<file path="config.mk">
export PLATFORM = sky130hd
export DESIGN_NAME = modbus_tcp_register_server_flat
export DESIGN_NICKNAME = d
export VERILOG_FILES = /design/src/design/mbs_pkg.sv /design/src/design/mbs_if.sv /design/src/design/mbs_tables.sv /design/src/design/mbs_seq.sv /design/src/design/modbus_tcp_register_server.sv /design/src/flat_wrapper.sv
export SDC_FILE = /design/constraint.sdc
export NUM_CORES = 1
export LEC_CHECK = 0
export BUFFER_PORTS_ARGS = -buffer_cell sky130_fd_sc_hd__buf_4
export CORE_MARGIN = 2
export CORE_UTILIZATION = 59
export CTS_BUF_LIST = sky130_fd_sc_hd__clkbuf_16
export DETAILED_ROUTE_END_ITERATION = 8
export PLACE_DENSITY = 0.76
export REMOVE_ABC_BUFFERS = 1
export SETUP_SLACK_MARGIN = 0.1
export SYNTH_ARGS = -nofsm -noshare
export SYNTH_HDL_FRONTEND = slang
export SYNTH_HIERARCHICAL = 1
export SYNTH_SLANG_ARGS = --single-unit
</file>
<file path="constraint.sdc">
create_clock -name i_clk -period 15.6 [get_ports i_clk]
set_clock_uncertainty 0.2 [all_clocks]
set_input_delay 2.34 -clock i_clk [delete_from_list [all_inputs] [get_ports i_clk]]
set_output_delay 2.34 -clock i_clk [all_outputs]
set_load 0.01 [all_outputs]
</file>
<file path="src/design/mbs_pkg.sv">
// ============================================================================
// mbs_pkg - shared types and constants of the modbus tcp register server
// table sizes, response byte positions, function and exception codes, state
// encoding and the command struct between sequencer and data tables
// ============================================================================
package mbs_pkg;

    // data table sizes
    localparam int COIL_COUNT      = 64;
    localparam int DISCRETE_COUNT  = 64;
    localparam int HOLDING_COUNT   = 16;
    localparam int INPUT_REG_COUNT = 16;

    localparam int BIT_MAX  = (COIL_COUNT > DISCRETE_COUNT) ? COIL_COUNT : DISCRETE_COUNT;
    localparam int WORD_MAX = (HOLDING_COUNT > INPUT_REG_COUNT) ? HOLDING_COUNT
                                                                : INPUT_REG_COUNT;

    // table index widths
    localparam int COIL_AW  = (COIL_COUNT > 1) ? $clog2(COIL_COUNT) : 1;
    localparam int DISC_AW  = (DISCRETE_COUNT > 1) ? $clog2(DISCRETE_COUNT) : 1;
    localparam int HOLD_AW  = (HOLDING_COUNT > 1) ? $clog2(HOLDING_COUNT) : 1;
    localparam int INREG_AW = (INPUT_REG_COUNT > 1) ? $clog2(INPUT_REG_COUNT) : 1;
    localparam int BIT_AW   = (BIT_MAX > 1) ? $clog2(BIT_MAX) : 1;
    localparam int WORD_AW  = (WORD_MAX > 1) ? $clog2(WORD_MAX) : 1;

    // running counters
    localparam int GATHER_BITS = 8;
    localparam int BIT_CW      = $clog2(BIT_MAX + GATHER_BITS + 1);
    localparam int BITCNT_W    = $clog2(BIT_MAX + 1);
    localparam int WORD_CW     = $clog2(WORD_MAX + 1);

    // response framing
    localparam int HDR_LEN   = 7;
    localparam int DATA_POS  = 9;
    localparam int DATA_MAX  = (((BIT_MAX + 7) / 8) > (2 * WORD_MAX)) ? ((BIT_MAX + 7) / 8)
                                                                      : (2 * WORD_MAX);
    localparam int TOTAL_MAX = DATA_MAX + DATA_POS;
    localparam int TOT_W     = $clog2(TOTAL_MAX + 1);

    // byte positions inside the response
    localparam int IDX_TID_HI  = 0;
    localparam int IDX_TID_LO  = 1;
    localparam int IDX_PID_HI  = 2;
    localparam int IDX_PID_LO  = 3;
    localparam int IDX_LEN_HI  = 4;
    localparam int IDX_LEN_LO  = 5;
    localparam int IDX_UNIT    = 6;
    localparam int IDX_FUNC    = 7;
    localparam int IDX_PDU1    = 8;
    localparam int IDX_ADDR_LO = 9;
    localparam int IDX_VAL_HI  = 10;

    // request limits and values
    localparam logic [15:0] QTY_BITS_MAX  = 16'd2000;
    localparam logic [15:0] QTY_WORDS_MAX = 16'd125;
    localparam logic [15:0] COIL_ON       = 16'hFF00;
    localparam logic [15:0] COIL_OFF      = 16'h0000;
    localparam logic [7:0]  EXC_FLAG      = 8'h80;

    // function codes
    localparam logic [7:0] FC_READ_COILS  = 8'd1;
    localparam logic [7:0] FC_READ_DISC   = 8'd2;
    localparam logic [7:0] FC_READ_HOLD   = 8'd3;
    localparam logic [7:0] FC_READ_INREG  = 8'd4;
    localparam logic [7:0] FC_WRITE_COIL  = 8'd5;
    localparam logic [7:0] FC_WRITE_HOLD  = 8'd6;

    typedef enum logic [1:0] {
        MODE_REQ       = 2'd0,
        MODE_SET_DISC  = 2'd1,
        MODE_SET_INREG = 2'd2,
        MODE_NONE      = 2'd3
    } t_mode;

    typedef enum logic [7:0] {
        EXC_NONE          = 8'd0,
        EXC_ILLEGAL_FUNC  = 8'd1,
        EXC_ILLEGAL_ADDR  = 8'd2,
        EXC_ILLEGAL_VALUE = 8'd3
    } t_exc;

    typedef enum logic [2:0] {
        S_CLEAR,
        S_IDLE,
        S_CHECK,
        S_GATHER,
        S_SEND
    } t_state;

    // sequencer to data tables
    typedef struct packed {
        logic               coil_we;
        logic               disc_we;
        logic               bit_wdata;
        logic [BIT_AW-1:0]  bit_waddr;
        logic               hold_we;
        logic               inreg_we;
        logic [15:0]        word_wdata;
        logic [WORD_AW-1:0] word_waddr;
        logic               rd_disc;
        logic [BIT_AW-1:0]  bit_raddr;
        logic               rd_inreg;
        logic [WORD_AW-1:0] word_raddr;
    } t_tab_cmd;

    // one response byte from the sequencer
    typedef struct packed {
        logic       valid;
        logic [7:0] data;
        logic       last;
    } t_beat;

endpackage

</file>
<file path="src/design/mbs_if.sv">
// ============================================================================
// mbs_if - request and response channels
// valid/ready channels; an item moves when valid and ready are both high
// ============================================================================
interface mbs_req_if;
    logic        valid;
    logic        ready;
    logic [1:0]  mode;
    logic [15:0] transaction_id;
    logic [15:0] protocol_id;
    logic [7:0]  unit_id;
    logic [7:0]  function_code;
    logic [15:0] start_index;
    logic [15:0] count_or_value;

    modport source (
        output valid, mode, transaction_id, protocol_id, unit_id,
               function_code, start_index, count_or_value,
        input  ready
    );
    modport sink (
        input  valid, mode, transaction_id, protocol_id, unit_id,
               function_code, start_index, count_or_value,
        output ready
    );
endinterface

interface mbs_resp_if;
    logic       valid;
    logic       ready;
    logic [7:0] response_byte;
    logic       last_byte;

    modport source (
        output valid, response_byte, last_byte,
        input  ready
    );
    modport sink (
        input  valid, response_byte, last_byte,
        output ready
    );
endinterface

</file>
<file path="src/design/mbs_tables.sv">
// ============================================================================
// mbs_tables - coil, discrete input, holding and input register storage
// bit tables are memories with one write port and a registered read port; word tables are
// small register files read through a mux
// ============================================================================
module mbs_tables (
    input  logic              i_clk,
    input  logic              i_rst_n,
    input  mbs_pkg::t_tab_cmd i_cmd,
    output logic              o_rd_bit,
    output logic [15:0]       o_rd_word
);
    import mbs_pkg::*;

    logic        r_coil_mem  [COIL_COUNT];
    logic        r_disc_mem  [DISCRETE_COUNT];
    logic [15:0] r_hold_words [HOLDING_COUNT];
    logic [15:0] r_inreg_words [INPUT_REG_COUNT];
    logic        r_coil_q;
    logic        r_disc_q;
    logic        r_rd_disc;

    // coil memory, write port and registered read
    always_ff @(posedge i_clk) begin
        if (i_cmd.coil_we && (32'(i_cmd.bit_waddr) < 32'(COIL_COUNT))) begin
            r_coil_mem[i_cmd.bit_waddr[COIL_AW-1:0]] <= i_cmd.bit_wdata;
        end
        r_coil_q <= r_coil_mem[i_cmd.bit_raddr[COIL_AW-1:0]];
    end

    // discrete input memory, write port and registered read
    always_ff @(posedge i_clk) begin
        if (i_cmd.disc_we && (32'(i_cmd.bit_waddr) < 32'(DISCRETE_COUNT))) begin
            r_disc_mem[i_cmd.bit_waddr[DISC_AW-1:0]] <= i_cmd.bit_wdata;
        end
        r_disc_q  <= r_disc_mem[i_cmd.bit_raddr[DISC_AW-1:0]];
        r_rd_disc <= i_cmd.rd_disc;
    end

    assign o_rd_bit = r_rd_disc ? r_disc_q : r_coil_q;

    // word register files
    always_ff @(posedge i_clk) begin
        if (!i_rst_n) begin
            for (int i = 0; i < HOLDING_COUNT; i++) begin
                r_hold_words[i] <= '0;
            end
            for (int i = 0; i < INPUT_REG_COUNT; i++) begin
                r_inreg_words[i] <= '0;
            end
        end else begin
            if (i_cmd.hold_we) begin
                r_hold_words[i_cmd.word_waddr[HOLD_AW-1:0]] <= i_cmd.word_wdata;
            end
            if (i_cmd.inreg_we) begin
                r_inreg_words[i_cmd.word_waddr[INREG_AW-1:0]] <= i_cmd.word_wdata;
            end
        end
    end

    assign o_rd_word = i_cmd.rd_inreg ? r_inreg_words[i_cmd.word_raddr[INREG_AW-1:0]]
                                      : r_hold_words[i_cmd.word_raddr[HOLD_AW-1:0]];

endmodule

</file>
<file path="src/design/mbs_seq.sv">
// ============================================================================
// mbs_seq - request sequencer
// clears the bit tables after reset, applies updates, checks a request with
// one shared add/compare unit, then walks the response one byte at a time,
// gathering packed bit data one table read per cycle
// ============================================================================
module mbs_seq (
    input  logic              i_clk,
    input  logic              i_rst_n,
    mbs_req_if.sink           i_req,
    input  logic              i_rd_bit,
    input  logic [15:0]       i_rd_word,
    output mbs_pkg::t_tab_cmd o_cmd,
    output mbs_pkg::t_beat    o_beat,
    input  logic              i_beat_ready
);
    import mbs_pkg::*;

    t_state r_state, n_state;
    logic [BITCNT_W-1:0] r_clr, n_clr;

    logic [15:0]         r_tid, n_tid;
    logic [15:0]         r_pid, n_pid;
    logic [7:0]          r_unit, n_unit;
    logic [7:0]          r_fc, n_fc;
    logic [15:0]         r_addr, n_addr;
    logic [15:0]         r_cv, n_cv;
    t_exc                r_exc, n_exc;
    logic [7:0]          r_n, n_n;
    logic [TOT_W-1:0]    r_total, n_total;
    logic [TOT_W-1:0]    r_idx, n_idx;
    logic                r_is_bits, n_is_bits;
    logic                r_is_words, n_is_words;
    logic [BIT_CW-1:0]   r_bitaddr, n_bitaddr;
    logic [BITCNT_W-1:0] r_rem, n_rem;
    logic [3:0]          r_gcnt, n_gcnt;
    logic                r_vd, n_vd;
    logic [7:0]          r_byte, n_byte;
    logic [WORD_CW-1:0]  r_waddr, n_waddr;
    logic                r_hi, n_hi;

    logic        accept;
    logic        is_last;
    logic        to_gather;
    logic [TOT_W-1:0] idx_inc;

    // request check results
    logic        chk_read;
    logic        chk_bits;
    logic [16:0] chk_sum;
    logic [16:0] chk_limit;
    t_exc        chk_exc;
    logic [7:0]  chk_n;
    logic [TOT_W-1:0] chk_total;
    logic [15:0] len16;

    assign accept    = i_req.valid && i_req.ready;
    assign is_last   = (r_idx == (r_total - TOT_W'(1)));
    assign idx_inc   = r_idx + TOT_W'(1);
    assign to_gather = r_is_bits && (idx_inc >= TOT_W'(DATA_POS));

    // shared add/compare unit: start + quantity, or start + 1 for a single write, against the table size
    always_comb begin
        chk_read  = (r_fc >= FC_READ_COILS) && (r_fc <= FC_READ_INREG);
        chk_bits  = (r_fc == FC_READ_COILS) || (r_fc == FC_READ_DISC);
        chk_sum   = {1'b0, r_addr} + {1'b0, (r_fc == FC_WRITE_COIL || r_fc == FC_WRITE_HOLD)
                                            ? 16'd1 : r_cv};
        case (r_fc) inside
            FC_READ_COILS, FC_WRITE_COIL: chk_limit = 17'(COIL_COUNT);
            FC_READ_DISC:                 chk_limit = 17'(DISCRETE_COUNT);
            FC_READ_HOLD, FC_WRITE_HOLD:  chk_limit = 17'(HOLDING_COUNT);
            default:                      chk_limit = 17'(INPUT_REG_COUNT);
        endcase

        if (chk_read) begin
            if ((r_cv == 16'd0) || (r_cv > (chk_bits ? QTY_BITS_MAX : QTY_WORDS_MAX))) begin
                chk_exc = EXC_ILLEGAL_VALUE;
            end else if (chk_sum > chk_limit) begin
                chk_exc = EXC_ILLEGAL_ADDR;
            end else begin
                chk_exc = EXC_NONE;
            end
        end else if (r_fc == FC_WRITE_COIL) begin
            if ((r_cv != COIL_ON) && (r_cv != COIL_OFF)) begin
                chk_exc = EXC_ILLEGAL_VALUE;
            end else if (chk_sum > chk_limit) begin
                chk_exc = EXC_ILLEGAL_ADDR;
            end else begin
                chk_exc = EXC_NONE;
            end
        end else if (r_fc == FC_WRITE_HOLD) begin
            chk_exc = (chk_sum > chk_limit) ? EXC_ILLEGAL_ADDR : EXC_NONE;
        end else begin
            chk_exc = EXC_ILLEGAL_FUNC;
        end

        chk_n = chk_bits ? 8'(({1'b0, r_cv} + 17'd7) >> 3) : 8'(r_cv << 1);
        if (chk_exc != EXC_NONE) begin
            chk_total = TOT_W'(HDR_LEN + 2);
        end else if (chk_read) begin
            chk_total = TOT_W'(chk_n) + TOT_W'(HDR_LEN + 2);
        end else begin
            chk_total = TOT_W'(HDR_LEN + 5);
        end
    end

    // next state
    always_comb begin
        n_state = r_state;
        unique case (r_state)
            S_CLEAR: begin
                if (r_clr == BITCNT_W'(BIT_MAX - 1)) begin
                    n_state = S_IDLE;
                end
            end
            S_IDLE: begin
                if (accept && (t_mode'(i_req.mode) == MODE_REQ)) begin
                    n_state = S_CHECK;
                end
            end
            S_CHECK: begin
                n_state = S_SEND;
            end
            S_SEND: begin
                if (i_beat_ready) begin
                    if (is_last) begin
                        n_state = S_IDLE;
                    end else if (to_gather) begin
                        n_state = S_GATHER;
                    end
                end
            end
            S_GATHER: begin
                if (r_gcnt == 4'(GATHER_BITS)) begin
                    n_state = S_SEND;
                end
            end
            default: n_state = S_IDLE;
        endcase
    end

    // outputs: ready, table commands, response byte
    always_comb begin
        i_req.ready = (r_state == S_IDLE);
        o_cmd            = '0;
        o_cmd.rd_disc    = (r_fc == FC_READ_DISC);
        o_cmd.bit_raddr  = r_bitaddr[BIT_AW-1:0];
        o_cmd.rd_inreg   = (r_fc == FC_READ_INREG);
        o_cmd.word_raddr = r_waddr[WORD_AW-1:0];
        o_beat           = '0;
        len16            = 16'(r_total) - 16'(HDR_LEN - 1);

        unique case (r_state)
            S_CLEAR: begin
                o_cmd.coil_we   = 1'b1;
                o_cmd.disc_we   = 1'b1;
                o_cmd.bit_waddr = r_clr[BIT_AW-1:0];
            end
            S_IDLE: begin
                o_cmd.bit_waddr  = i_req.start_index[BIT_AW-1:0];
                o_cmd.bit_wdata  = (i_req.count_or_value != 16'd0);
                o_cmd.word_waddr = i_req.start_index[WORD_AW-1:0];
                o_cmd.word_wdata = i_req.count_or_value;
                o_cmd.disc_we    = accept && (t_mode'(i_req.mode) == MODE_SET_DISC)
                                   && (32'(i_req.start_index) < 32'(DISCRETE_COUNT));
                o_cmd.inreg_we   = accept && (t_mode'(i_req.mode) == MODE_SET_INREG)
                                   && (32'(i_req.start_index) < 32'(INPUT_REG_COUNT));
            end
            S_CHECK: begin
                o_cmd.bit_waddr  = r_addr[BIT_AW-1:0];
                o_cmd.bit_wdata  = (r_cv == COIL_ON);
                o_cmd.word_waddr = r_addr[WORD_AW-1:0];
                o_cmd.word_wdata = r_cv;
                o_cmd.coil_we    = (r_fc == FC_WRITE_COIL) && (chk_exc == EXC_NONE);
                o_cmd.hold_we    = (r_fc == FC_WRITE_HOLD) && (chk_exc == EXC_NONE);
            end
            S_SEND: begin
                o_beat.valid = 1'b1;
                o_beat.last  = is_last;
                unique case (r_idx)
                    TOT_W'(IDX_TID_HI): o_beat.data = r_tid[15:8];
                    TOT_W'(IDX_TID_LO): o_beat.data = r_tid[7:0];
                    TOT_W'(IDX_PID_HI): o_beat.data = r_pid[15:8];
                    TOT_W'(IDX_PID_LO): o_beat.data = r_pid[7:0];
                    TOT_W'(IDX_LEN_HI): o_beat.data = len16[15:8];
                    TOT_W'(IDX_LEN_LO): o_beat.data = len16[7:0];
                    TOT_W'(IDX_UNIT):   o_beat.data = r_unit;
                    TOT_W'(IDX_FUNC): begin
                        o_beat.data = (r_exc != EXC_NONE) ? (r_fc | EXC_FLAG) : r_fc;
                    end
                    TOT_W'(IDX_PDU1): begin
                        if (r_exc != EXC_NONE) begin
                            o_beat.data = r_exc;
                        end else if (r_is_bits || r_is_words) begin
                            o_beat.data = r_n;
                        end else begin
                            o_beat.data = r_addr[15:8];
                        end
                    end
                    default: begin
                        if (r_is_bits) begin
                            o_beat.data = r_byte;
                        end else if (r_is_words) begin
                            o_beat.data = r_hi ? i_rd_word[15:8] : i_rd_word[7:0];
                        end else if (r_idx == TOT_W'(IDX_ADDR_LO)) begin
                            o_beat.data = r_addr[7:0];
                        end else if (r_idx == TOT_W'(IDX_VAL_HI)) begin
                            o_beat.data = r_cv[15:8];
                        end else begin
                            o_beat.data = r_cv[7:0];
                        end
                    end
                endcase
            end
            S_GATHER: begin
            end
            default: begin
            end
        endcase
    end

    // datapath next values
    always_comb begin
        n_clr      = r_clr;
        n_tid      = r_tid;
        n_pid      = r_pid;
        n_unit     = r_unit;
        n_fc       = r_fc;
        n_addr     = r_addr;
        n_cv       = r_cv;
        n_exc      = r_exc;
        n_n        = r_n;
        n_total    = r_total;
        n_idx      = r_idx;
        n_is_bits  = r_is_bits;
        n_is_words = r_is_words;
        n_bitaddr  = r_bitaddr;
        n_rem      = r_rem;
        n_gcnt     = r_gcnt;
        n_vd       = r_vd;
        n_byte     = r_byte;
        n_waddr    = r_waddr;
        n_hi       = r_hi;

        case (r_state)
            S_CLEAR: begin
                n_clr = r_clr + BITCNT_W'(1);
            end
            S_IDLE: begin
                if (accept) begin
                    n_tid  = i_req.transaction_id;
                    n_pid  = i_req.protocol_id;
                    n_unit = i_req.unit_id;
                    n_fc   = i_req.function_code;
                    n_addr = i_req.start_index;
                    n_cv   = i_req.count_or_value;
                end
            end
            S_CHECK: begin
                n_exc      = chk_exc;
                n_n        = chk_n;
                n_total    = chk_total;
                n_idx      = '0;
                n_is_bits  = chk_read && chk_bits && (chk_exc == EXC_NONE);
                n_is_words = chk_read && !chk_bits && (chk_exc == EXC_NONE);
                n_bitaddr  = r_addr[BIT_CW-1:0];
                n_rem      = r_cv[BITCNT_W-1:0];
                n_waddr    = r_addr[WORD_CW-1:0];
                n_hi       = 1'b1;
            end
            S_SEND: begin
                if (i_beat_ready) begin
                    n_idx = idx_inc;
                    if (r_is_words && (r_idx >= TOT_W'(DATA_POS))) begin
                        n_hi = !r_hi;
                        if (!r_hi) begin
                            n_waddr = r_waddr + WORD_CW'(1);
                        end
                    end
                    n_gcnt = '0;
                    n_byte = '0;
                end
            end
            S_GATHER: begin
                // issue one bit read per cycle, take the bit from the registered read in the next cycle
                if (r_gcnt < 4'(GATHER_BITS)) begin
                    n_bitaddr = r_bitaddr + BIT_CW'(1);
                    n_vd      = (r_rem != '0);
                    if (r_rem != '0) begin
                        n_rem = r_rem - BITCNT_W'(1);
                    end
                end
                if (r_gcnt != 4'd0) begin
                    n_byte = {i_rd_bit & r_vd, r_byte[7:1]};
                end
                n_gcnt = r_gcnt + 4'd1;
            end
            default: begin
            end
        endcase
    end

    // control registers
    always_ff @(posedge i_clk) begin
        if (!i_rst_n) begin
            r_state <= S_CLEAR;
            r_clr   <= '0;
        end else begin
            r_state <= n_state;
            r_clr   <= n_clr;
        end
    end

    // datapath registers
    always_ff @(posedge i_clk) begin
        r_tid      <= n_tid;
        r_pid      <= n_pid;
        r_unit     <= n_unit;
        r_fc       <= n_fc;
        r_addr     <= n_addr;
        r_cv       <= n_cv;
        r_exc      <= n_exc;
        r_n        <= n_n;
        r_total    <= n_total;
        r_idx      <= n_idx;
        r_is_bits  <= n_is_bits;
        r_is_words <= n_is_words;
        r_bitaddr  <= n_bitaddr;
        r_rem      <= n_rem;
        r_gcnt     <= n_gcnt;
        r_vd       <= n_vd;
        r_byte     <= n_byte;
        r_waddr    <= n_waddr;
        r_hi       <= n_hi;
    end

    // a request always goes to the check step
    a_req_to_check: assert property (@(posedge i_clk) disable iff (!i_rst_n)
        (accept && (i_req.mode == MODE_REQ)) |=> (r_state == S_CHECK))
        else $error("request not followed by check");

    // the byte pointer never runs past the response length
    a_idx_in_range: assert property (@(posedge i_clk) disable iff (!i_rst_n)
        (r_state == S_SEND) |-> (r_idx < r_total))
        else $error("byte pointer beyond response");

    // bit gathering only for a successful bit read
    a_gather_bits: assert property (@(posedge i_clk) disable iff (!i_rst_n)
        (r_state == S_GATHER) |-> (r_is_bits && (r_exc == EXC_NONE)))
        else $error("bit gather outside a bit read");

    // the final byte returns the sequencer to idle
    a_last_idle: assert property (@(posedge i_clk) disable iff (!i_rst_n)
        (o_beat.valid && o_beat.last && i_beat_ready) |=> (r_state == S_IDLE))
        else $error("sequencer busy after final byte");

endmodule

</file>
<file path="src/design/modbus_tcp_register_server.sv">
// ============================================================================
// modbus_tcp_register_server - modbus tcp data model with byte-stream replies
// holds coils, discrete inputs, holding and input registers and answers
// read/write-single requests with complete response frames
// ============================================================================
// After reset the block sweeps both bit tables to zero, one entry per cycle,
// and takes no item meanwhile. An update item (set discrete input or input
// register) is written to its table as it is taken. A request is latched,
// then checked, then sends one response byte per cycle while the output side
// takes them: 9 bytes for an exception, 12 for a write echo, 9 + 2 * quantity
// for a word read. A bit read passes through a gather step before each data
// byte, since its eight bits come one per cycle from the single read port of
// the bit memory. A new item is taken only once the last byte of the previous
// response has left the sequencer.
// ============================================================================
module modbus_tcp_register_server (
    input  logic      i_clk,
    input  logic      i_rst_n,
    mbs_req_if.sink   i_req,
    mbs_resp_if.source o_resp
);
    import mbs_pkg::*;

    t_tab_cmd    tab_cmd;
    t_beat       beat;
    logic        beat_ready;
    logic        rd_bit;
    logic [15:0] rd_word;

    logic        r_out_valid;
    logic [7:0]  r_out_byte;
    logic        r_out_last;

    mbs_seq u_seq (
        .i_clk        (i_clk),
        .i_rst_n      (i_rst_n),
        .i_req        (i_req),
        .i_rd_bit     (rd_bit),
        .i_rd_word    (rd_word),
        .o_cmd        (tab_cmd),
        .o_beat       (beat),
        .i_beat_ready (beat_ready)
    );

    mbs_tables u_tables (
        .i_clk     (i_clk),
        .i_rst_n   (i_rst_n),
        .i_cmd     (tab_cmd),
        .o_rd_bit  (rd_bit),
        .o_rd_word (rd_word)
    );

    // output register
    assign beat_ready = !r_out_valid || o_resp.ready;

    always_ff @(posedge i_clk) begin
        if (!i_rst_n) begin
            r_out_valid <= 1'b0;
        end else if (beat_ready) begin
            r_out_valid <= beat.valid;
        end
    end

    always_ff @(posedge i_clk) begin
        if (beat_ready && beat.valid) begin
            r_out_byte <= beat.data;
            r_out_last <= beat.last;
        end
    end

    assign o_resp.valid         = r_out_valid;
    assign o_resp.response_byte = r_out_byte;
    assign o_resp.last_byte     = r_out_last;

endmodule

</file>
<file path="src/flat_wrapper.sv">
// flat-port wrapper written by rule: the top's interface ports become plain ports
module modbus_tcp_register_server_flat import mbs_pkg::*;
  (i_clk, i_rst_n, i_req_valid, i_req_mode, i_req_transaction_id, i_req_protocol_id, i_req_unit_id, i_req_function_code, i_req_start_index, i_req_count_or_value, i_req_ready, o_resp_valid, o_resp_response_byte, o_resp_last_byte, o_resp_ready);
  mbs_req_if i_req_i ();
  mbs_resp_if o_resp_i ();
  input  logic i_clk;
  input  logic i_rst_n;
  input wire logic [$bits(i_req_i.valid)-1:0] i_req_valid;
  input wire logic [$bits(i_req_i.mode)-1:0] i_req_mode;
  input wire logic [$bits(i_req_i.transaction_id)-1:0] i_req_transaction_id;
  input wire logic [$bits(i_req_i.protocol_id)-1:0] i_req_protocol_id;
  input wire logic [$bits(i_req_i.unit_id)-1:0] i_req_unit_id;
  input wire logic [$bits(i_req_i.function_code)-1:0] i_req_function_code;
  input wire logic [$bits(i_req_i.start_index)-1:0] i_req_start_index;
  input wire logic [$bits(i_req_i.count_or_value)-1:0] i_req_count_or_value;
  output wire logic [$bits(i_req_i.ready)-1:0] i_req_ready;
  output wire logic [$bits(o_resp_i.valid)-1:0] o_resp_valid;
  output wire logic [$bits(o_resp_i.response_byte)-1:0] o_resp_response_byte;
  output wire logic [$bits(o_resp_i.last_byte)-1:0] o_resp_last_byte;
  input wire logic [$bits(o_resp_i.ready)-1:0] o_resp_ready;
  assign i_req_i.valid = i_req_valid;
  assign i_req_i.mode = i_req_mode;
  assign i_req_i.transaction_id = i_req_transaction_id;
  assign i_req_i.protocol_id = i_req_protocol_id;
  assign i_req_i.unit_id = i_req_unit_id;
  assign i_req_i.function_code = i_req_function_code;
  assign i_req_i.start_index = i_req_start_index;
  assign i_req_i.count_or_value = i_req_count_or_value;
  assign i_req_ready = i_req_i.ready;
  assign o_resp_valid = o_resp_i.valid;
  assign o_resp_response_byte = o_resp_i.response_byte;
  assign o_resp_last_byte = o_resp_i.last_byte;
  assign o_resp_i.ready = o_resp_ready;
  modbus_tcp_register_server u_core (.i_clk(i_clk), .i_rst_n(i_rst_n), .i_req(i_req_i), .o_resp(o_resp_i));
endmodule
</file>
# [Word-level counts from Yosys, hierarchy flattened]
# Memories as Yosys holds them, arrays and structs flattened. A register that Yosys moved wholly into a read port is not among the register bits.
# Cells that the tools add are included.
[totals] word_cells=217 ff_bits=164 n_memories=4 out_inout_bits=11 input_bits=86 ramBits=640
[op_classes] add_sub_neg=11 order_cmp=9 bitwise_logic=2 mux=76 n_eq_ne=36 reduce_logical=53
[mem_list] memory="u_core.u_tables.r_hold_words" depth=16 width=16 rd=1 rd_ports_with_merged_regs=1 write_ports=16 line_no="mbs_tables.sv:17" text="logic [15:0] r_hold_words [HOLDING_COUNT];"
[mem_list] memory="u_core.u_tables.r_inreg_words" depth=16 width=16 rd=1 rd_ports_with_merged_regs=1 write_ports=16 line_no="mbs_tables.sv:18" text="logic [15:0] r_inreg_words [INPUT_REG_COUNT];"
[mem_list] memory="u_core.u_tables.r_coil_mem" depth=64 width=1 rd=1 rd_ports_with_merged_regs=1 write_ports=1 line_no="mbs_tables.sv:15" text="logic r_coil_mem [COIL_COUNT];"
[mem_list] memory="u_core.u_tables.r_disc_mem" depth=64 width=1 rd=1 rd_ports_with_merged_regs=1 write_ports=1 line_no="mbs_tables.sv:16" text="logic r_disc_mem [DISCRETE_COUNT];"
[ops] operator="8-bit 2-to-1 mux" count=14
[ops] operator="8-bit case mux with 9 select lines" count=1
[ops] operator="16-bit 2-to-1 mux" count=4
[ops] operator="20-bit case mux with 2 select lines" count=1
[ops] operator="7-bit 2-to-1 mux" count=5
[ops] operator="16-bit nonzero test" count=2
[ops] operator="16-bit OR reduction" count=2
[ops] operator="7-bit case mux with 2 select lines" count=2
[ops] operator="6-bit by 3-bit == test with 1-bit output (second input constant)" count=4
[ops] operator="8-bit by 3-bit == test with 1-bit output (second input constant)" count=3
[ops] operator="3-bit 2-to-1 mux" count=7
[ops] operator="4-bit 2-to-1 mux" count=5
[ops] operator="6-bit by 4-bit == test with 1-bit output (second input constant)" count=3
[ops] operator="1-bit 2-to-1 mux" count=18
[ops] operator="6-bit case mux with 3 select lines" count=1
[ops] operator="16-bit by 16-bit adder with 17-bit output" count=1
[ops] operator="17-bit greater-than comparator" count=1
[ops] operator="1-bit logical AND" count=17
[ops] operator="16-bit == test (second input constant)" count=1
[ops] operator="16-bit by 11-bit greater-than comparator with 1-bit output" count=1
[ops] operator="16-bit logical NOT" count=1
[ops] operator="16-bit by 5-bit < comparator with 1-bit output (second input constant)" count=1
[ops] operator="16-bit by 7-bit < comparator with 1-bit output (second input constant)" count=1
[ops] operator="16-bit != test (second input constant)" count=1
[ops] operator="56 further kinds" count=90

# [Depth between registers and ports, before layout]
# Gate-level depths: netlist of the first run.
[logic_depth] depth_word=17 ltp_mapped=23

# [Cells and area by module]
# The synthesis of the first run kept the hierarchy.
[by_module_without_submodules] module="mbs_tables" n_inst=1 cells_each=1799 area_per_inst_um2=28935.3
[by_module_without_submodules] module="mbs_seq" n_inst=1 cells_each=882 area_per_inst_um2=8946.1
[by_module_without_submodules] module="modbus_tcp_register_server" n_inst=1 cells_each=14 area_per_inst_um2=327.8

# [Worst setup path after synthesis of the first run]
# OpenSTA, ideal clock, no wires.
[synth_timing] path_kind="reg2reg" from="register u_core.u_seq.r_cv[3]" to="memory u_core.u_tables.r_coil_mem[0] (data pin)" period_less_slack_ns=8.261 slack_ns=7.339 t_required_ns=14.203 arrival_time_ns=6.864 path_stages_with_launch=5 path_buffers=0 path_cell_list="edfxtp_1 or4_1 or3_1 or4_4 o21ai_0"
[synth_rtl] item="start, declared" line_no="mbs_seq.sv:27" text="logic [15:0] r_cv, n_cv;"
[synth_rtl] item="start signal, assigned" line_no="mbs_seq.sv:321" text="r_cv <= n_cv;"
[synth_rtl] item="end, declared" line_no="mbs_tables.sv:15"

==> flow_summary_export.csv, run 1 <==
group,metric,value,unit
sta,rsz0062_at_grt,"no",
setup_path,crit_arrival,8.53,ns
sta,worst_slack,7.13,ns
floorplan,placementRows,93,
floorplan,ios,97,
floorplan,die_h,258,um
synth,synth_edf_count,784,
global_route,grt_pass1_vias,23200,
setup_path,r2r_end,"u_core/u_tables/r_hold_words[3][4]",
clock_network,cts_htree_levels,3,
global_route,antenna_found_initial,9,
routing,wl_per_cell,27.0,um
global_route,grt-ovfl-total,0,
setup_path,path_class,"reg2reg",
hold_path,hold_class,"reg2reg",
power_and_ir_drop,leakagePower,15.0,nW
synth,synth_seq_cells,798,
floorplan,die_w,258,um
power_and_ir_drop,power_density,104,mW/mm2
setup_path,rr_worst_depth,20,
routing,via_per_inst,6.41,
synth,synthesis.area,0.0382,mm2
run,drv_cap,0,
synth,synthCells,2695,
routing,first_pass_iters,6,
layout,nets,2873,
clock_network,post_cts_resized,0,
sta,finalSetupViolCount,0,
routing,ant_nets,0,
power_and_ir_drop,ir_drop,84.0,uV
clock_network,cts_buffer_depth,3,
sta,slew_headroom,11.6,%
sta,max_freq,118,MHz
clock_network,worstSkewPairLatency,0.64,ns
setup_path,crit_required,15.66,ns
setup_path,critPathLaunchType,"flop",
global_route,grtUsageTotal,29.8,%
synth,yosys_warnings,6,
floorplan,core_area,0.0642,mm2
routing,drc,0,
floorplan,start_util,59.5,%
clock_network,numCtsBuffers,82,
layout,area_growth,10.6,%
sta,fin_crit_sh,54.3,%
clock_network,cts-root-buf,"clkbuf_16",
clock_network,cts.clk_slew.worst_paths,0.06,ns
hold_path,hold_depth,2,
routing,drt-total-wl,98.9,mm
sta,worst_pin_slew,1.32,ns
routing,dr.first_iter.drc_count,2942,
clock_network,postCtsSetupBuffers,0,
setup_path,crit_end,"u_core/u_tables/r_hold_words[3][4]",
synth,synth_flop_cell,"edfxtp_1",
routing,dr_total_vias,23500,
floorplan,die_area,0.0668,mm2
setup_path,reg2reg_from,"u_core/u_seq/r_fc[3]",
synth,syn_area_per_cell,14.2,um2
clock_network,cts_num_sinks,798,
layout,layout-drive-gt1-share,18.2,%
synth,synth.distinct_cells,79,
run_status,status,"complete, no violations",
global_route,grt_start_max_net_pins,129,
clock_network,cts_hold_buf,0,
placement,place_hpwl,63.7,mm
sta,tns,0,ns
setup_path,endpoint_kind,"flop",
synth,async_flop_share,0,%
placement,place_ws,7.04,ns
global_route,grt_pass1_wl,146,mm
setup_path,crit_start,"u_core/u_seq/r_fc[3]",
setup_path,reg2reg_slack,7.13,ns
synth,yosysSeqAreaShare,62.3,%
sta,hold_viol_final,0,
placement,portBuffers,96,
sta,slew_violations,0,
placement,routabilityCongestion,0.939,
sta,period_minus_slack,8.47,ns
setup_path,path_max_fanout,18,
clock_network,cts_tree,"yes",
cells in the final DEF (no fill, tap or decap), drive strengths merged, types with 6 or more instances in the layout:
cell type    n
nor3        19
nand3       38
nor2b       16
o211ai      12
ha          43
o22ai        6
o21ai       94
nand2b      25
and3        12
nand4       18
nor4        10
or3          7
a21oi       43
buf        155
clkinv      37
a22o        19
a222oi       7
inv         42
mux2i       29
mux2        20
nor2       228
a22oi       15
a21o        14
xnor2       24
edfxtp     784
nand2      118
nand4b       9
nand3b       9
clkinvlp     7
mux4       190
dfxtp       14
and2       549
xor2        28
clkbuf      83
flip-flops by register name (all words and copies together) (netlist names), 2 cells and up:
signal,flops
u_core/u_seq/r_waddr,4
u_core/u_seq/r_tid,16
u_core/u_tables/r_hold_words,256
u_core/u_seq/r_state,3
u_core/u_seq/r_total,6
u_core/o_resp.response_byte,8
u_core/u_seq/r_addr,16
u_core/u_seq/r_gcnt,4
u_core/u_seq/r_n,8
u_core/u_seq/r_idx,6
u_core/u_seq/r_clr,7
u_core/u_seq/r_exc,2
u_core/u_tables/r_inreg_words,256
u_core/u_seq/r_byte,8
u_core/u_seq/r_rem,7
u_core/u_seq/r_fc,8
u_core/u_seq/r_bitaddr,6
u_core/u_seq/r_cv,16
u_core/u_tables/r_disc_mem,64
u_core/u_seq/r_pid,16
u_core/u_tables/r_coil_mem,64
u_core/u_seq/r_unit,8
where the power goes:
part / leakage, nW / internal [W] / switching (W)
clock network: 1.29 / 0.00104 / 0.000824
registers: 7.84 / 0.00239 / 0.0000146
logic: 5.92 / 0.0000444 / 0.0000699
synthesized netlist by cell type, types with 20 or more instances:
master / number / share of area [%]
o21ai_0: 93 / 1.2
mux2i_1: 29 / 0.76
nand2b_1: 24 / 0.39
inv_1: 24 / 0.24
nor2_1: 228 / 2.2
buf_2: 20 / 0.26
xor2_1: 28 / 0.64
xnor2_1: 24 / 0.55
nand2_1: 118 / 1.2
and2_1: 547 / 9.0
mux2_2: 20 / 0.59
ha_1: 43 / 1.4
nand3_1: 38 / 0.50
edfxtp_1: 784 / 62
clkbuf_1: 164 / 1.6
a21oi_1: 43 / 0.56
mux4_2: 190 / 11
layout make-up:
cell class                      instances  area (um2)
Antenna cell                            1        2.50
Fill cell                            4604       22000
Clock inverter                         64         458
Tap cell                              855        1070
Inverter                               26        97.6
Sequential cell                       798       23800
Clock buffer                           83        2080
Multi-Input combinational cell       1680       13600
Timing Repair Buffer                  155        1180
cells by family after synthesis:
family                   synth area share [%]
AO/OA/AOI/OAI                            4.56
XOR/XNOR                                 1.19
adder cells (fa/ha/maj)                  1.46
buffers and inverters                    2.23
flip-flops                               62.3
multiplexers                             12.5
AND/OR/NAND/NOR                          15.7
critical path: stages, from the launching register on:
cell and delay, ns:
edfxtp_1 0.40, or4_1 0.62, nor2_1 0.27, nand3_1 0.46, and2_1 0.38, fa_1 0.47, a211oi_1 0.31, o21ai_0 0.14
xor2_1 0.16, ha_1 0.32, nor2b_1 0.16, o22ai_1 0.25, nand3_1 0.12, nor3_1 0.14, or4b_4 0.49, nor4_4 0.41
nand4b_4 0.15, nor3_2 0.58, nand4_1 0.38, nor3_1 0.99, nand2b_1 0.68
worst min path at each step:
stage / end / startpoint / slack (ns)
6_report: u_core/u_seq/r_clr[6] / u_core/u_seq/r_clr[6] / 0.30
5_1_grt: u_core/u_seq/r_clr[6] / u_core/u_seq/r_clr[6] / 0.32
4_1_cts: u_core/u_seq/r_clr[6] / u_core/u_seq/r_clr[6] / 0.29
3_5_place_dp: u_core/u_seq/r_clr[6] / u_core/u_seq/r_clr[6] / 0.29
3_3_place_gp: u_core/u_seq/r_clr[6] / u_core/u_seq/r_clr[6] / 0.27
2_1_floorplan: u_core/u_seq/r_clr[6] / u_core/u_seq/r_clr[6] / 0.25
stage by stage:
step	util, %	power, W	hold slack [ns]	cell area (um2)	cells
detailed placement	61.9	0.00256	0.287	39700	3514
floorplan	-	0.00250	0.253	37500	2504
finish	65.8	0.00438	0.297	42300	3662
global placement	61.9	0.00255	0.265	39700	3514
CTS	65.8	0.00440	0.292	42300	3661
global route	65.8	0.00449	0.318	42300	3661
layer usage:
| layer | up-vias | global-route usage (%) | part of all wire, % |
|---|---|---|---|
| met5 | - | 0 | 0.090 |
| met4 | 14 | 11.6 | 3.9 |
| met3 | 209 | 5.57 | 9.0 |
| met2 | 1191 | 47.2 | 47 |
| met1 | 11900 | 41.6 | 40 |
| li1 | 10100 | - | - |
(Power assumes the default switching activity.)
==> run 2, diff against run 1 <==
- CORE_UTILIZATION: 59 -> 57
- PLACE_DENSITY: 0.76 -> 0.77
- clock period: 15.6 -> 7.75 ns (I/O delays scaled with it)
==> flow_summary_export.csv, run 2 (synthesis results as in run 1) <==
group,metric,value,unit
sta,slew_headroom,12.7,%
power_and_ir_drop,leakagePower,15.2,nW
floorplan,die_h,263,um
routing,top_layer_used,"met5",
setup_path,crit_arrival,7.33,ns
clock_network,numCtsBuffers,81,
layout,layout_commonest_cell,"edfxtp_1",
run,drv_cap,0,
placement,routabilityCongestion,0.904,
setup_path,reg2reg_from,"u_core/u_seq/r_fc[4]",
setup_path,endpoint_kind,"flop",
placement,portBuffers,96,
routing,wl_met3,9.16,mm
routing,drc,0,
sta,hold_viol_final,0,
setup_path,path_max_fanout,17,
routing,drt-total-wl,97.2,mm
power_and_ir_drop,ir_drop,142,uV
layout,layout-drive-gt1-share,18.7,%
routing,ant_nets,0,
clock_network,worstSkewPairLatency,0.64,ns
sta,rsz0062_at_grt,"no",
sta,max_freq,138,MHz
clock_network,cts_buffer_depth,3,
sta,fin_crit_sh,93.2,%
floorplan,die_w,263,um
clock_network,cts_htree_levels,3,
hold_path,hp-start,"u_core/u_seq/r_clr[6]",
global_route,grtUsageTotal,28.2,%
sta,hold_ws,0.297,ns
clock_network,cts_hold_buf,0,
routing,routedLengthMet1,38.5,mm
global_route,antenna_found_initial,1,
global_route,grt_pass1_vias,23100,
setup_path,slowest_stage,"or4_1",
global_route,grt_pass1_wl,146,mm
sta,period_minus_slack,7.23,ns
layout,fill_cells,4590,
run_status,status,"complete, no violations",
setup_path,rr_worst_depth,22,
setup_path,cp.depth,22,
clock_network,cts.clk_slew.worst_paths,0.06,ns
sta,worst_pin_slew,1.30,ns
layout,area_growth,11.2,%
setup_path,crit_required,7.86,ns
layout,final_cell_mix,"edfxtp_1, and2_1, nor2_1, mux4_2, buf_4",
setup_path,path_cells,"or4_1 > nor2_1 > nand3_1 > and2_1 > fa_1 > a211oi_1 > o21ai_0 > xor2_1 > ha_1 > nor2b_1 > o22ai_1 > nand3_1 > nor3_1 > or4b_4 > nor4_4 > nand4b_4 > nor3_4 > nand4b_1 > nor3_1 > buf_4 > nand2b_1 > buf_4",
clock_network,cts_num_sinks,798,
setup_path,critPathLaunchType,"flop",
routing,via_per_inst,6.39,
routing,wl_per_cell,26.3,um
floorplan,die_area,0.0691,mm2
placement,place_hpwl,62.3,mm
floorplan,core_area,0.0661,mm2
power_and_ir_drop,finalPower,0.00888,W
setup_path,slowest_delay,0.65,ns
routing,dr_total_vias,23600,
sta,finalSetupViolCount,0,
floorplan,ios,97,
global_route,grt_start_max_net_pins,129,
routing,first_pass_iters,6,
floorplan,start_util,57.8,%
global_route,grt-ovfl-total,0,
routing,dr.first_iter.drc_count,3185,
hold_path,hold_class,"reg2reg",
hold_path,min_to,"u_core/u_seq/r_clr[6]",
power_and_ir_drop,power_density,209,mW/mm2
sta,slew_violations,0,
layout,diodes,0,
layout,nets,2891,
setup_path,crit_family,"simple AND/OR/NAND/NOR gates",
setup_path,critical_path_buf_inv_count,2,
layout,top_regs,"u_core/u_tables/r_hold_words: 256 flops, u_core/u_tables/r_inreg_words: 256 flops",
floorplan,placementRows,94,
clock_network,cts-root-buf,"clkbuf_16",
setup_path,reg2reg_slack,0.52,ns
setup_path,path_class,"reg2reg",
routing,met2_length,46.1,mm
hold_path,hold_depth,2,
setup_path,r2r_end,"u_core/u_tables/r_hold_words[2][15]",
clock_network,cts_tree,"yes",
==> run 2: through the flow <==
stage | setup TNS, ns | std cells | setup slack (ns) | cell area (um2) | utilization (%)
6_report | 0 | 3691 | 0.525 | 42500 | 64.3
4_1_cts | 0 | 3691 | 0.442 | 42500 | 64.3
5_1_grt | 0 | 3691 | 0.219 | 42500 | 64.3
3_5_place_dp | 0 | 3542 | 0.522 | 39900 | 60.4
3_3_place_gp | 0 | 3542 | 0.578 | 39900 | 60.4
2_1_floorplan | -72.01 | 2504 | -0.563 | 37500 | -
==> run 2: worst register-to-register path: cells and delay by family, from the launching register on <==
family / cells / cell delay, ns
DFF: 1 / 0.39
buffers and inverters: 2 / 0.48
and+or+nand+nor: 14 / 4.17
AOI/OAI and AO/OA: 3 / 0.72
adders and majority gates: 2 / 0.78
xor gates and xnor gates: 1 / 0.16
==> run 2: cell type report <==
type | instances | area (um2) | area share, %
clock buffer | 83 | 2080 | 4.89
sequential | 798 | 23800 | 56.1
multi-input combinational | 1680 | 13600 | 32.0
clock inverter | 66 | 514 | 1.21
timing repair buffer | 174 | 1320 | 3.10
inverter | 26 | 97.6 | 0.230
tap | 864 | 1080 | 2.54
==> run 2: how the worst max path moves through the flow <==
| stage | startpoint | end |
|---|---|---|
| floorplan | u_core/u_seq/r_cv[4] | u_core/u_tables/r_coil_mem[0] |
| global placement | u_core/u_seq/r_fc[4] | u_core/u_tables/r_hold_words[2][13] |
| detailed placement | u_core/u_seq/r_fc[4] | u_core/u_tables/r_hold_words[2][11] |
| CTS | u_core/u_seq/r_fc[4] | u_core/u_tables/r_hold_words[2][15] |
| global route | u_core/u_seq/r_fc[4] | u_core/u_tables/r_hold_words[2][15] |
| finish | u_core/u_seq/r_fc[4] | u_core/u_tables/r_hold_words[2][15] |
==> run 2: power by group <==
part           internal (W)  leakage, nW  total, W  switching [W]
logic             0.0000911         6.02  0.000232       0.000141
registers           0.00481         7.84   0.00484      0.0000309
clock network       0.00218         1.34   0.00381        0.00163
total               0.00708         15.2   0.00888        0.00181
==> run 2: routing by layer <==
metal  GRT usage (%)  vias to the layer above
met3            5.58                      193
met4            10.7                        2
met2            44.4                     1201
met1            39.4                    12000
li1                -                    10200
met5               0                        -
==> run 2: what timing repair did <==
item,4_1_cts,5_1_grt
hold endpoints to repair,0,0
resized for setup,0,2
setup buffers,0,0
endpoints found under the setup margin,0,80
==> run 3, diff against run 2 <==
- CELL_PAD_IN_SITES_DETAIL_PLACEMENT: unset -> 0
- CELL_PAD_IN_SITES_GLOBAL_PLACEMENT: unset -> 2
- CORE_MARGIN: 2 -> 3
- CORE_UTILIZATION: 57 -> 41
- PLACE_DENSITY: 0.77 -> 0.75
==> flow_summary_export.csv, run 3 (synthesis results as in run 1) <==
group,metric,value,unit
run_status,status,"complete, no violations",
setup_path,critPathLaunchType,"flop",
routing,drc,0,
sta,slew_headroom,8.27,%
sta,worst_slack,0.709,ns
sta,hold_viol_final,0,
clock_network,numCtsBuffers,88,
power_and_ir_drop,ir_drop,163,uV
sta,fin_crit_sh,90.8,%
sta,slew_violations,0,
clock_network,postCtsSetupBuffers,0,
sta,rsz0062_at_grt,"no",
placement,place_ws,0.788,ns
power_and_ir_drop,power_density,211,mW/mm2
power_and_ir_drop,leakagePower,15.3,nW
layout,area_growth,13.2,%
clock_network,worstSkewPairLatency,0.65,ns
sta,finalSetupViolCount,0,
global_route,grt_pass1_vias,23000,
layout,layout.cells.non_filler,4091,
layout,nets,2900,
sta,worst_pin_slew,1.37,ns
clock_network,cts.clk_slew.worst_paths,0.06,ns
placement,place_hpwl,68.7,mm
run,drv_cap,0,
routing,drt-total-wl,106,mm
global_route,busiest_layer,"met2",
routing,wl_per_cell,25.8,um
global_route,grt-ovfl-total,0,
routing,dr_total_vias,23000,
global_route,grt_use_met2,34.4,%
routing,via_per_inst,5.62,
floorplan,placementRows,111,
layout,layout_commonest_cell,"edfxtp_1",
clock_network,cts-root-buf,"clkbuf_16",
global_route,grtUsageMet1,31.0,%
placement,routabilityCongestion,0.850,
floorplan,die_w,311,um
floorplan,die_h,311,um
placement,dp_cells,3923,
setup_path,path_class,"reg2reg",
setup_path,path_max_fanout,18,
floorplan,start_util,41.5,%
layout,final_cell_mix,"edfxtp_1, and2_1, nor2_1, mux4_2, buf_4",
placement,portBuffers,96,
clock_network,cts_htree_levels,3,
routing,dr.first_iter.drc_count,2293,
sta,max_freq,142,MHz
global_route,grt_pass1_wl,155,mm
clock_network,post_cts_resized,0,
setup_path,endpoint_kind,"flop",
global_route,grtUsageTotal,21.6,%
sta,period_minus_slack,7.04,ns
layout,layout-drive-gt1-share,19.3,%
floorplan,core_area,0.0921,mm2
sta,tns,0,ns
global_route,grtUsageMet3,3.38,%
floorplan,die_area,0.0969,mm2
global_route,grt_start_max_net_pins,131,
clock_network,cts_buffer_depth,3,
clock_network,cts_num_sinks,798,
setup_path,crit_arrival,7.16,ns
layout,top_regs,"u_core/u_tables/r_hold_words: 256 flops, u_core/u_tables/r_inreg_words: 256 flops",
global_route,antenna_found_initial,3,
hold_path,hold_class,"reg2reg",
routing,first_pass_iters,5,
routing,ant_nets,0,
floorplan,ios,97,
clock_network,cts_hold_buf,0,
clock_network,cts_tree,"yes",
setup_path,crit_required,7.87,ns
layout,final_core_util,47.0,%
-- run 3: report_power, final --
group | switching (W) | internal, W | total (W) | leakage, nW
Clock | 0.00174 | 0.00233 | 0.00407 | 1.41
Combinational | 0.000149 | 0.0000921 | 0.000241 | 6.02
Sequential | 0.0000284 | 0.00481 | 0.00484 | 7.84
Total | 0.00191 | 0.00723 | 0.00915 | 15.3
-- run 3: area by class of cell --
type,count,area (um2)
clock inverter,73,552
antenna,4,10.0
sequential,798,23800
clock buffer,91,2280
inverter,26,97.6
multi-input combinational,1680,13600
fill,7972,48800
timing repair buffer,176,1350
tap,1243,1560
-- run 3: critical path, cell delays in order, from the launching register on --
cell,delay (ns)
edfxtp_1,0.38
or4_1,0.63
nor2_1,0.27
nand3_1,0.41
and2_1,0.36
fa_1,0.45
a211oi_1,0.32
o21ai_0,0.15
xor2_1,0.16
ha_1,0.33
nor2b_1,0.17
o22ai_1,0.24
nand3_1,0.10
nor3_1,0.14
or4b_4,0.49
nor4_4,0.39
nand4b_4,0.15
nor3_2,0.18
buf_4,0.21
nand3_1,0.10
buf_4,0.21
nor3_1,0.25
nand2b_1,0.15
buf_4,0.24
-- run 3: worst paths after layout --
path	startpoint	endpoint	slack, ns	cells past startpoint
setup / recovery	u_core/u_seq/r_fc[3]	u_core/u_tables/r_hold_words[0][9]	0.71	23
hold / removal	u_core/u_seq/r_clr[1]	u_core/u_seq/r_clr[1]	0.29	2
setup reg to reg	u_core/u_seq/r_fc[3]	u_core/u_tables/r_hold_words[0][9]	0.71	23
hold reg to reg	u_core/u_seq/r_clr[1]	u_core/u_seq/r_clr[1]	0.29	2
-- run 3: layer usage --
metal	routed length (um)	share of wire [%]
met1	46200	44
met2	50000	47
met3	7190	6.8
met4	2280	2.2
met5	0	0
-- run 3: metrics by stage --
step | cell area [um2] | hold WS [ns] | total power (W)
after global routing | 43200 | 0.342 | 0.00943
after CTS | 43200 | 0.295 | 0.00924
after detailed placement | 40400 | 0.284 | 0.00517
after global placement | 40400 | 0.265 | 0.00516
final | 43200 | 0.293 | 0.00915
after floorplan | 37500 | 0.253 | 0.00502
